### config.mk
export PLATFORM = sky130hd
export DESIGN_NAME = differential_heading_hold
export DESIGN_NICKNAME = d
export VERILOG_FILES = /design/src/rtl/core/dhh_pkg.sv /design/src/rtl/core/dhh_mul.sv /design/src/rtl/core/dhh_ctrl.sv /design/src/rtl/core/dhh_dp.sv /design/src/rtl/core/differential_heading_hold.sv
export SDC_FILE = /design/constraint.sdc
export NUM_CORES = 2
export LEC_CHECK = 0
export BUFFER_PORTS_ARGS = -buffer_cell sky130_fd_sc_hd__clkbuf_2
export CAP_MARGIN = 0
export CORE_MARGIN = 2
export CORE_UTILIZATION = 30
export CTS_CLUSTER_DIAMETER = 30
export CTS_CLUSTER_SIZE = 28
export DETAILED_ROUTE_END_ITERATION = 12
export PLACE_DENSITY = 0.43
export SLEW_MARGIN = 20
export SYNTH_ARGS = -nofsm -noshare
export SYNTH_HDL_FRONTEND = slang
export SYNTH_SLANG_ARGS = --single-unit
### constraint.sdc
create_clock -name clk -period 12.4 [get_ports clk]
set_input_delay 2.48 -clock clk [delete_from_list [all_inputs] [get_ports clk]]
set_output_delay 2.48 -clock clk [all_outputs]
set_load 0.05 [all_outputs]
### src/rtl/core/dhh_pkg.sv
// Shared types and constants for the differential heading hold block.
// Used by the controller, the datapath and the top level; no dependencies.
`default_nettype none

package dhh_pkg;

	localparam int PI_Q       = 12868;
	localparam int TWO_PI_Q   = 25736;
	localparam int DIFF_LIMIT = 50;
	localparam int DIFF_GAIN  = 100;
	localparam int BASE_SPEED = 200;

	localparam int DIST_W   = 32;
	localparam int DELTA_W  = DIST_W + 1;
	localparam int TRACK_W  = 24;
	localparam int HEAD_W   = 15;
	localparam int ERR_W    = 16;
	localparam int SPEED_W  = 8;
	localparam int LO_W     = 17;
	localparam int PLO_W    = LO_W + TRACK_W;
	localparam int FULL_W   = DELTA_W + TRACK_W;
	localparam int FRAC_W   = 16;
	localparam int ANG_W    = FULL_W - FRAC_W;
	localparam int QUO_W    = HEAD_W - 1;

	localparam logic [TRACK_W-1:0] TRACK_RESET = 24'd65536;

	// steering term: floor(|err| * 100 / PI_Q) by reciprocal, exact below saturation
	localparam int DIFF_SHIFT = 34;
	localparam int DIFF_MUL_W = 27;
	localparam int DIFF_MAG_W = 6;
	localparam logic [63:0] DIFF_RECIP =
		((64'd1 << DIFF_SHIFT) + 64'(PI_Q) - 64'd1) / 64'(PI_Q);
	localparam logic [DIFF_MUL_W-1:0] DIFF_MUL = DIFF_MUL_W'(DIFF_RECIP * 64'(DIFF_GAIN));
	localparam int DIFF_SAT_ERR = (PI_Q * DIFF_LIMIT + DIFF_GAIN - 1) / DIFF_GAIN;

	typedef logic [1:0] mul_sel_t;

	localparam mul_sel_t MUL_LO  = 2'd0;
	localparam mul_sel_t MUL_HI  = 2'd1;
	localparam mul_sel_t MUL_AVG = 2'd2;
	localparam mul_sel_t MUL_DIF = 2'd3;

	typedef struct packed {
		logic     capture;
		logic     mul_en;
		mul_sel_t mul_sel;
		logic     load_plo;
		logic     load_head;
		logic     push;
		logic     load_avg;
		logic     load_out;
	} dp_cmd_t;

endpackage

`default_nettype wire

### src/rtl/core/dhh_mul.sv
// Registered signed multiplier shared by all product steps of a word.
// Stand-alone; no package dependencies.
`default_nettype none

module dhh_mul #(
	parameter int A_W = 18,
	parameter int B_W = 28
) (
	input  wire                        clk,
	input  wire                        en,
	input  wire  signed [A_W-1:0]      a,
	input  wire  signed [B_W-1:0]      b,
	output logic signed [A_W+B_W-1:0]  p_q
);

	always_ff @(posedge clk) begin
		if (en) begin
			p_q <= (A_W+B_W)'(a) * (A_W+B_W)'(b);
		end
	end

endmodule

`default_nettype wire

### src/rtl/core/dhh_ctrl.sv
// Sequencing controller: handshakes and the per-word step sequence.
// Depends on dhh_pkg for the datapath command struct and multiplier selects.
`default_nettype none

module dhh_ctrl
	import dhh_pkg::*;
(
	input  wire     clk,
	input  wire     arst_n,
	input  wire     in_valid,
	output logic    in_stall,
	output logic    out_valid,
	input  wire     out_stall,
	output dp_cmd_t cmd
);

	localparam logic [3:0] S_IDLE = 4'd0;
	localparam logic [3:0] S_MLO  = 4'd1;
	localparam logic [3:0] S_MHI  = 4'd2;
	localparam logic [3:0] S_HEAD = 4'd3;
	localparam logic [3:0] S_PUSH = 4'd4;
	localparam logic [3:0] S_MAVG = 4'd5;
	localparam logic [3:0] S_AVGE = 4'd6;
	localparam logic [3:0] S_MDIF = 4'd7;
	localparam logic [3:0] S_DONE = 4'd8;

	logic [3:0] state_q;
	logic [3:0] state_d;
	logic       out_valid_q;

	always_comb begin
		cmd     = '0;
		state_d = state_q;
		unique case (state_q)
			S_IDLE: begin
				if (in_valid) begin
					cmd.capture = 1'b1;
					state_d     = S_MLO;
				end
			end
			S_MLO: begin
				cmd.mul_en  = 1'b1;
				cmd.mul_sel = MUL_LO;
				state_d     = S_MHI;
			end
			S_MHI: begin
				cmd.mul_en   = 1'b1;
				cmd.mul_sel  = MUL_HI;
				cmd.load_plo = 1'b1;
				state_d      = S_HEAD;
			end
			S_HEAD: begin
				cmd.load_head = 1'b1;
				state_d       = S_PUSH;
			end
			S_PUSH: begin
				cmd.push = 1'b1;
				state_d  = S_MAVG;
			end
			S_MAVG: begin
				cmd.mul_en  = 1'b1;
				cmd.mul_sel = MUL_AVG;
				state_d     = S_AVGE;
			end
			S_AVGE: begin
				cmd.load_avg = 1'b1;
				state_d      = S_MDIF;
			end
			S_MDIF: begin
				cmd.mul_en  = 1'b1;
				cmd.mul_sel = MUL_DIF;
				state_d     = S_DONE;
			end
			S_DONE: begin
				if (!out_valid_q || !out_stall) begin
					cmd.load_out = 1'b1;
					state_d      = S_IDLE;
				end
			end
			default: begin
				state_d = S_IDLE;
			end
		endcase
	end

	always_ff @(posedge clk or negedge arst_n) begin
		if (!arst_n) begin
			state_q     <= S_IDLE;
			out_valid_q <= 1'b0;
		end else begin
			state_q <= state_d;
			if (cmd.load_out) begin
				out_valid_q <= 1'b1;
			end else if (!out_stall) begin
				out_valid_q <= 1'b0;
			end
		end
	end

	assign in_stall  = (state_q != S_IDLE);
	assign out_valid = out_valid_q;

`ifndef SYNTHESIS
	a_load_free: assert property (@(posedge clk) disable iff (!arst_n)
		cmd.load_out |-> (!out_valid_q || !out_stall))
		else $error("result loaded over an untaken word");
	a_capture_seq: assert property (@(posedge clk) disable iff (!arst_n)
		cmd.capture |=> (state_q == S_MLO))
		else $error("accepted word did not start the sequence");
	a_valid_src: assert property (@(posedge clk) disable iff (!arst_n)
		$rose(out_valid_q) |-> $past(state_q == S_DONE))
		else $error("output valid raised outside the final step");
	a_idle_quiet: assert property (@(posedge clk) disable iff (!arst_n)
		!in_stall |-> (!cmd.mul_en && !cmd.push && !cmd.load_avg))
		else $error("datapath commanded while idle");
`endif

endmodule

`default_nettype wire

### src/rtl/core/dhh_dp.sv
// Datapath: heading product, wrap, history window, average and steering term.
// Depends on dhh_pkg and dhh_mul; driven by commands from dhh_ctrl.
`default_nettype none

module dhh_dp
	import dhh_pkg::*;
#(
	parameter int WINDOW = 5
) (
	input  wire                       clk,
	input  wire                       arst_n,
	input  dp_cmd_t                   cmd,
	input  wire                       cfg_we,
	input  wire         [TRACK_W-1:0] cfg_wdata,
	input  wire  signed [DIST_W-1:0]  left_distance,
	input  wire  signed [DIST_W-1:0]  right_distance,
	input  wire  signed [HEAD_W-1:0]  target_heading,
	output logic        [SPEED_W-1:0] left_speed,
	output logic        [SPEED_W-1:0] right_speed,
	output logic signed [ERR_W-1:0]   heading_error,
	output logic signed [HEAD_W-1:0]  average_heading
);

	localparam int SLOT_W  = $clog2(WINDOW);
	localparam int SUM_W   = HEAD_W + $clog2(WINDOW);
	localparam int MAG_W   = SUM_W - 1;
	localparam int AVG_K   = MAG_W + $clog2(WINDOW);
	localparam int AVG_M_W = MAG_W + 2;
	localparam logic [AVG_M_W-1:0] AVG_M =
		AVG_M_W'(((64'd1 << AVG_K) + 64'(WINDOW) - 64'd1) / 64'(WINDOW));
	localparam int A_W = (MAG_W + 1 > LO_W + 1) ? MAG_W + 1 : LO_W + 1;
	localparam int B_W = (AVG_M_W + 1 > DIFF_MUL_W + 1) ? AVG_M_W + 1 : DIFF_MUL_W + 1;
	localparam int P_W = A_W + B_W;

	logic        [TRACK_W-1:0] inv_track_q;
	logic signed [DELTA_W-1:0] delta_q;
	logic signed [HEAD_W-1:0]  target_q;
	logic        [PLO_W-1:0]   plo_q;
	logic signed [ANG_W-1:0]   ang_q;
	logic signed [HEAD_W-1:0]  hist_q [WINDOW];
	logic signed [SUM_W-1:0]   sum_q;
	logic        [SLOT_W-1:0]  slot_q;
	logic signed [HEAD_W-1:0]  avg_q;
	logic signed [ERR_W-1:0]   err_q;
	logic        [SPEED_W-1:0] left_q;
	logic        [SPEED_W-1:0] right_q;
	logic signed [ERR_W-1:0]   err_out_q;
	logic signed [HEAD_W-1:0]  avg_out_q;

	logic signed [A_W-1:0]     mul_a;
	logic signed [B_W-1:0]     mul_b;
	logic signed [P_W-1:0]     prod_q;
	logic signed [FULL_W-1:0]  p_full;
	logic signed [ANG_W-1:0]   ang_wrap;
	logic signed [HEAD_W-1:0]  head;
	logic signed [SUM_W-1:0]   sum_d;
	logic        [MAG_W-1:0]   sum_mag;
	logic        [QUO_W-1:0]   quo;
	logic signed [HEAD_W-1:0]  avg_d;
	logic        [ERR_W-2:0]   err_mag;
	logic        [DIFF_MAG_W-1:0] diff_mag;

	assign sum_mag = sum_q[SUM_W-1] ? MAG_W'(-sum_q) : MAG_W'(sum_q);
	assign err_mag = err_q[ERR_W-1] ? (ERR_W-1)'(-err_q) : (ERR_W-1)'(err_q);

	always_comb begin
		unique case (cmd.mul_sel)
			MUL_LO: begin
				mul_a = A_W'({1'b0, delta_q[LO_W-1:0]});
				mul_b = B_W'(inv_track_q);
			end
			MUL_HI: begin
				mul_a = A_W'(signed'(delta_q[DELTA_W-1:LO_W]));
				mul_b = B_W'(inv_track_q);
			end
			MUL_AVG: begin
				mul_a = A_W'(sum_mag);
				mul_b = B_W'(AVG_M);
			end
			MUL_DIF: begin
				mul_a = A_W'(err_mag);
				mul_b = B_W'(DIFF_MUL);
			end
			default: begin
				mul_a = '0;
				mul_b = '0;
			end
		endcase
	end

	dhh_mul #(
		.A_W (A_W),
		.B_W (B_W)
	) u_mul (
		.clk (clk),
		.en  (cmd.mul_en),
		.a   (mul_a),
		.b   (mul_b),
		.p_q (prod_q)
	);

	// rebuild the full product from the two halves, floor by the fraction
	assign p_full = (FULL_W'(prod_q) <<< LO_W) + FULL_W'(plo_q);

	always_comb begin
		if (ang_q > ANG_W'(PI_Q)) begin
			ang_wrap = ang_q - ANG_W'(TWO_PI_Q);
		end else if (ang_q <= -ANG_W'(PI_Q)) begin
			ang_wrap = ang_q + ANG_W'(TWO_PI_Q);
		end else begin
			ang_wrap = ang_q;
		end
		if (ang_wrap > ANG_W'(PI_Q)) begin
			head = HEAD_W'(PI_Q);
		end else if (ang_wrap < -ANG_W'(PI_Q - 1)) begin
			head = -HEAD_W'(PI_Q - 1);
		end else begin
			head = HEAD_W'(ang_wrap);
		end
	end

	assign sum_d = sum_q - SUM_W'(hist_q[slot_q]) + SUM_W'(head);

	assign quo   = prod_q[AVG_K +: QUO_W];
	assign avg_d = sum_q[SUM_W-1] ? -signed'({1'b0, quo}) : signed'({1'b0, quo});

	assign diff_mag = (err_mag >= (ERR_W-1)'(DIFF_SAT_ERR)) ? DIFF_MAG_W'(DIFF_LIMIT)
		: prod_q[DIFF_SHIFT +: DIFF_MAG_W];

	always_ff @(posedge clk or negedge arst_n) begin
		if (!arst_n) begin
			inv_track_q <= TRACK_RESET;
			sum_q       <= '0;
			slot_q      <= '0;
			for (int i = 0; i < WINDOW; i++) begin
				hist_q[i] <= '0;
			end
		end else begin
			if (cfg_we) begin
				inv_track_q <= cfg_wdata;
			end
			if (cmd.push) begin
				hist_q[slot_q] <= head;
				sum_q          <= sum_d;
				slot_q         <= (slot_q == SLOT_W'(WINDOW - 1)) ? '0 : slot_q + 1'b1;
			end
		end
	end

	always_ff @(posedge clk) begin
		if (cmd.capture) begin
			delta_q  <= DELTA_W'(right_distance) - DELTA_W'(left_distance);
			target_q <= target_heading;
		end
		if (cmd.load_plo) begin
			plo_q <= PLO_W'(prod_q);
		end
		if (cmd.load_head) begin
			ang_q <= p_full[FULL_W-1:FRAC_W];
		end
		if (cmd.load_avg) begin
			avg_q <= avg_d;
			err_q <= ERR_W'(target_q) - ERR_W'(avg_d);
		end
		if (cmd.load_out) begin
			avg_out_q <= avg_q;
			err_out_q <= err_q;
			if (err_q[ERR_W-1]) begin
				left_q  <= SPEED_W'(BASE_SPEED) + SPEED_W'(diff_mag);
				right_q <= SPEED_W'(BASE_SPEED) - SPEED_W'(diff_mag);
			end else begin
				left_q  <= SPEED_W'(BASE_SPEED) - SPEED_W'(diff_mag);
				right_q <= SPEED_W'(BASE_SPEED) + SPEED_W'(diff_mag);
			end
		end
	end

	assign left_speed      = left_q;
	assign right_speed     = right_q;
	assign heading_error   = err_out_q;
	assign average_heading = avg_out_q;

`ifndef SYNTHESIS
	a_slot_range: assert property (@(posedge clk) disable iff (!arst_n)
		slot_q <= SLOT_W'(WINDOW - 1))
		else $error("history slot beyond window");
	a_sum_range: assert property (@(posedge clk) disable iff (!arst_n)
		(sum_q <= WINDOW * PI_Q) && (sum_q >= -(WINDOW * (PI_Q - 1))))
		else $error("history sum outside window bounds");
	a_speed_pair: assert property (@(posedge clk) disable iff (!arst_n)
		cmd.load_out |=> ((9'(left_q) + 9'(right_q)) == 9'(2 * BASE_SPEED)))
		else $error("wheel speeds not symmetric about base speed");
`endif

endmodule

`default_nettype wire

### src/rtl/core/differential_heading_hold.sv
// Top level of the differential heading hold steering block.
// Depends on dhh_pkg, dhh_ctrl, dhh_dp and dhh_mul.
//
//   channel  direction  handshake             payload
//   in       sink       in_valid / in_stall   left_distance, right_distance, target_heading
//   out      source     out_valid / out_stall left_speed, right_speed, heading_error,
//                                             average_heading
//   cfg      sink       cfg_we                cfg_wdata (inv_track)
//
// A word passes through eight steps after acceptance, set by the one shared
// multiplier used four times in sequence (two track products, average, steering).
// The next word is accepted in the cycle after a result is loaded.
// Reset clears the heading history, sum and slot and sets inv_track to 65536.
// A stalled result is held in the output register; one further word is worked
// and waits in its final step until that register is taken.
`default_nettype none

module differential_heading_hold
	import dhh_pkg::*;
#(
	parameter int WINDOW = 5
) (
	input  wire                       clk,
	input  wire                       arst_n,
	input  wire                       in_valid,
	output logic                      in_stall,
	input  wire  signed [DIST_W-1:0]  left_distance,
	input  wire  signed [DIST_W-1:0]  right_distance,
	input  wire  signed [HEAD_W-1:0]  target_heading,
	output logic                      out_valid,
	input  wire                       out_stall,
	output logic        [SPEED_W-1:0] left_speed,
	output logic        [SPEED_W-1:0] right_speed,
	output logic signed [ERR_W-1:0]   heading_error,
	output logic signed [HEAD_W-1:0]  average_heading,
	input  wire                       cfg_we,
	input  wire         [TRACK_W-1:0] cfg_wdata
);

	dp_cmd_t cmd;

	dhh_ctrl u_ctrl (
		.clk       (clk),
		.arst_n    (arst_n),
		.in_valid  (in_valid),
		.in_stall  (in_stall),
		.out_valid (out_valid),
		.out_stall (out_stall),
		.cmd       (cmd)
	);

	dhh_dp #(
		.WINDOW (WINDOW)
	) u_dp (
		.clk             (clk),
		.arst_n          (arst_n),
		.cmd             (cmd),
		.cfg_we          (cfg_we),
		.cfg_wdata       (cfg_wdata),
		.left_distance   (left_distance),
		.right_distance  (right_distance),
		.target_heading  (target_heading),
		.left_speed      (left_speed),
		.right_speed     (right_speed),
		.heading_error   (heading_error),
		.average_heading (average_heading)
	);

endmodule

`default_nettype wire

After elaboration in Yosys (flattened, before gate mapping)
Cells that the tools add are included.

$mul: 1. Reduce and logical (&&, ||, !) cells: 9. Equal/unequal tests: 15. Magnitude comparators: 7. Bitwise gates (word level): 1. Add/sub/neg operators: 13. Mux-type cells: 33.

Operators with widths (number): $mux W15 (7); $pmux W28 S3 (1); $gt A41 B15 Y1 const B (2); $mux W41 (2); $bwmux W75 (1); $pmux W18 S4 (1); $add A57 B41 Y57 (1); $bmux W15 S3 (1); $demux W15 S3 (1); $add A41 B16 Y41 const B (1); $le A41 B15 Y1 const B (1); $lt A41 B15 Y1 const B (1); $mul A18 B28 Y41 (1); $sub A41 B16 Y41 const B (1); $pmux W4 S9 (1); $sub A32 B32 Y33 (1); $add A18 B15 Y18 (1); $sub A18 B15 Y18 (1); $mux W17 (1); $neg A17 Y17 (1); $eq A4 B3 Y1 const B (4); $mux W8 (2); $sub A15 B15 Y16 (1); $ge A15 B13 Y1 const B (1); 29 further kinds (43).

Bits of input ports: 108. Output and inout bits: 49. Flip-flop bits (word level): 374. Logic and storage cells: 100.

Logic depth before layout (Yosys ltp)
Word-level depth: 7. Gate-level depth with buffers: 37. Gate-level depth less buffers: 35.

Hierarchy
Synthesis repeated with hierarchy kept, for this count alone.

Cells, all modules: 4096. Area, all modules: 39157.6 um^2.

By module, submodules not included: dhh_dp (cells an instance 1979, sequential area each 8739.6 um^2, instances 1, area each 19791.5 um^2); dhh_mul (cells an instance 2080, sequential area each 1381.3 um^2, instances 1, area each 19064.5 um^2); dhh_ctrl (cells an instance 37, sequential area each 125.1 um^2, instances 1, area each 301.5 um^2).

Worst setup path before layout
Ideal clock, no wire load.

Path kind: reg-to-reg. Start: register u_ctrl.state_q[0]. End: register u_dp.u_mul.p_q[40], data pin. Path slack: 3.194 ns. Arrival: 8.946 ns. Required time: 12.140 ns. Period minus slack after synthesis: 9.206 ns. Cell stages (with the launch flop): 32. Buffers on the path: 3. Path through: dfrtp_1 > clkbuf_1 > nand2b_1 > nor3_1 > clkbuf_1 > a221oi_1 > o21ai_1 > clkbuf_1 > nand2_1 > fa_1 > inv_1 > fa_1 > inv_1 > fa_1 > inv_1 > fa_1 > fa_1 > inv_1 > fa_1 > inv_1 > ha_1 > a21oi_1 > o211ai_1 > a21oi_1 > o311ai_0 > a311oi_1 > o21ba_2 > o21ai_0 > o41ai_1 > o2111ai_1 > a21oi_1 > xnor2_1.

Word-level cells in the longest chain between the ends: 6. Elaborated cells on any way between the ends: 13. Those cells by class: 1 x mul; 7 x eq/ne; 3 x mux; 2 x reduce/logical.

RTL lines: start: declaration (line dhh_ctrl.sv:27) `logic [3:0] state_q;`; start signal: assignment (line dhh_ctrl.sv:91) `state_q <= state_d;`; $eq A4 B3 Y1 (tied with other cells) (line dhh_ctrl.sv:34) `unique case (state_q)`; $pmux W3 S4 * (line dhh_ctrl.sv:34); $eq A2 B1 Y1 or $logic_not A2 Y1 (tied branches) (line dhh_dp.sv:67) `unique case (cmd.mul_sel)`; $reduce_or A2 Y1 (no line); $pmux W28 S3 (line dhh_dp.sv:67); $mul A18 B28 Y41 * (line dhh_mul.sv:18) `p_q <= (A_W+B_W)'(a) * (A_W+B_W)'(b);`; end signal: assignment (line dhh_mul.sv:18); end: declaration (line dhh_mul.sv:13) `output logic signed [A_W+B_W-1:0] p_q`.

Mark *: on every way between the ends. The rest lies on a longest branch, timed or not. The select of a mux whose other input is x is not followed. A chain may end at the register's enable or synchronous reset.

Final worst setup path
Start: register u_ctrl.state_q[2]. End: register u_dp.u_mul.p_q[40], data pin.

The elaborated chain is that of the path after synthesis.

==> flow_summary.toml <==
[sta]
slew_headroom_pct = 25.76
period_needed_ps = 10500
rsz0062_at_grt = "no"
worst_pin_slew_ps = 1110
hold_viol = 0
finalSetupViolations = 0
tns_ps = 0
skew_ps = 42.29
fmax_ghz = 0.09519
min_period_over_period_pct = 84.72
finalMaxSlewViolations = 0

[global_routing]
grt_max_degree = 77
grt_util_all_layers_pct = 19.40
grt_pass1_wl_um = 186400
grt_pass1_vias = 29230
antenna_found_initial = 1
overflow = 0

[synth]
ys_warn_count = 0
synth_nets = 4778
synth_seq_cells = 357
yosys-top-cells-area = "fa_1, edfxtp_1, dfrtp_1"
ys_seq_area_share_pct = 27.26
synth_edf_count = 232
synth_area_leader_cell = "fa_1"
postSynthAreaPerCell_um2 = 9.200
syn_area_um2 = 37030
synth_cells = 4025
synth_top_area_share_pct = 22.54
ys.flop_type = "edfxtp_1"
async_flop_share_pct = 35.01
synth_cell_types = 87

[die]
die_x_um = 355.3
core_area_um2 = 122200
die_h_um = 355.3
die_area_um2 = 126300
start_util_pct = 30.30
num_rows = 128
ios = 157

[clock_network]
htree_levels = 3
numCtsBuffers = 86
cts.sink_count = 357
hold_buffers = 0
cts_tree = "done"
clk-insertion-delay-late_ps = 670
clkTransAtPathRegs_ps = 50
root_buffer = "clkbuf_16"
cts.repair.resized = 0
clock_path_buffers = 3
cts_setup_buffers = 0

[min_path]
min_to = "u_dp.average_heading[14]"
hold_start = "u_dp.avg_q[14]"
hold_depth = 0
hold_class = "reg2reg"

[placement]
portBuffers = 156
dpl.hpwl_um = 96580
gp_congestion = 0.9013

[detailed_routing]
ant_nets = 0
post_drt_wl_per_cell_um = 20.98
num_vias = 29290
drt_iter0_drc = 2184
via_per_inst = 5.020
dr.pass1.iters = 6
routed_wl_um = 122400
route.detailed.drc = 0

[finish]
drive_above_1_share_pct = 10.12
antennaDiodeCount = 0
layout_commonest_cell = "inv_1"
nNetsFinal = 4896
mostFrequentLayoutCells = "inv_1, nand2_1, fa_1"
syn_to_final_growth_pct = 15.10

[worst_setup_path]
r2r_setup_slack_ps = 1900
crit_fanout = 20
critPathRequiredTime_ps = 12800
r2r-start = "u_ctrl.state_q[2]"
reg2reg_to = "u_dp.u_mul.p_q[40]"
crit_top_cell = "fa_1"
crit_path_end_kind = "register"
cp_slowest_cell = "nand3_1"
cp-start-kind = "register"
worstSetupPathType = "reg2reg"
crit_arrival_ps = 10910
critical-path-max-stage-delay_ps = 970
reg2regPathDepth = 28

[run]
max_cap_violations = 0

[run_status]
outcome = "finished, final reports clean"
## how the worst max path moves through the flow
stage,from,endpoint,slack (ps)
floorplan,u_ctrl.state_q[0],u_dp.u_mul.p_q[40],3190
global placement,u_ctrl.state_q[1],u_dp.u_mul.p_q[40],1770
detailed placement,u_ctrl.state_q[1],u_dp.u_mul.p_q[40],1740
CTS,u_ctrl.state_q[1],u_dp.u_mul.p_q[40],1740
global route,u_dp.err_q[0],u_dp.u_mul.p_q[40],1170
finish,u_ctrl.state_q[2],u_dp.u_mul.p_q[40],1900
## logic make-up after synthesis
group           synth area share (%)
fa+ha+maj                      30.25
simple gates                   15.61
flops                          27.26
xor+xnor                       4.281
compound gates                 12.34
mux                            1.679
other cells                  0.01013
buf+inv                        8.562
## synth_stat cells, types with 18 or more instances
library cell  number
nor2_1           324
o31ai_1           49
a21oi_1          158
nor3_1            63
a21o_1            35
and3_1            33
dfrtp_1          124
o21ai_0          125
xor2_1            49
a211oi_1          18
nor4_1            28
xnor2_1          132
or3_1             33
nor2b_1           33
a22oi_1           18
o211ai_1          25
fa_1             417
edfxtp_1         232
nand3_1           80
a31oi_1           62
inv_1            647
nand4_1           22
o21a_1            26
nand2b_1          36
mux2_2            31
and2_1            31
nand2_1          516
ha_1             228
clkbuf_1         161
## layer usage
metal / wire length [um] / global-route usage, % / vias up
li1: - / - / 13680
met1: 57050 / 27.74 / 14660
met2: 56750 / 31.23 / 835
met3: 6512 / 2.610 / 116
met4: 2144 / 4.110 / 0
met5: 0 / 0 / -
## state kept, by name, indices dropped and copies added (netlist names), 16 cells and up
signal	count
u_dp.hist_q	75
u_dp.ang_q	41
u_dp.u_mul.p_q	41
u_dp.delta_q	33
u_dp.plo_q	25
u_dp.inv_track_q	24
u_dp.sum_q	18
u_dp.err_q	16
u_dp.heading_error	16
## layout make-up
class,instances,area (um2)
tap,1625,2033
inverter,648,2432
multi-input combinational,2838,23880
clock buffer,103,2246
sequential,357,10100
clock inverter,53,725.7
fill,12630,79580
timing repair buffer,212,1211
## worst max-delay path: cells and delay by family (launching register included)
family / cells / cell delay (ps)
buffers and inverters: 4 / 390
AND/OR/NAND/NOR: 5 / 2370
XOR/XNOR: 1 / 90
flip-flops: 1 / 510
adder cells (fa/ha/maj): 7 / 3140
AO/OA/AOI/OAI: 11 / 3750
## through the flow
stage	cell area (um2)	worst slack (ps)	util [%]	hold slack [ps]	instances
floorplan	37030	3194	-	400.3	4025
global placement	39640	1770	32.44	401.1	5680
detailed placement	39650	1738	32.44	404.5	5680
CTS	42620	1739	34.88	392.5	5836
global route	42620	1167	34.88	391.3	5836
finish	42620	1895	34.88	397.0	5836
Power is not shown: default switching activity piles up to over one toggle a cycle in this logic, so the estimate is an artifact.
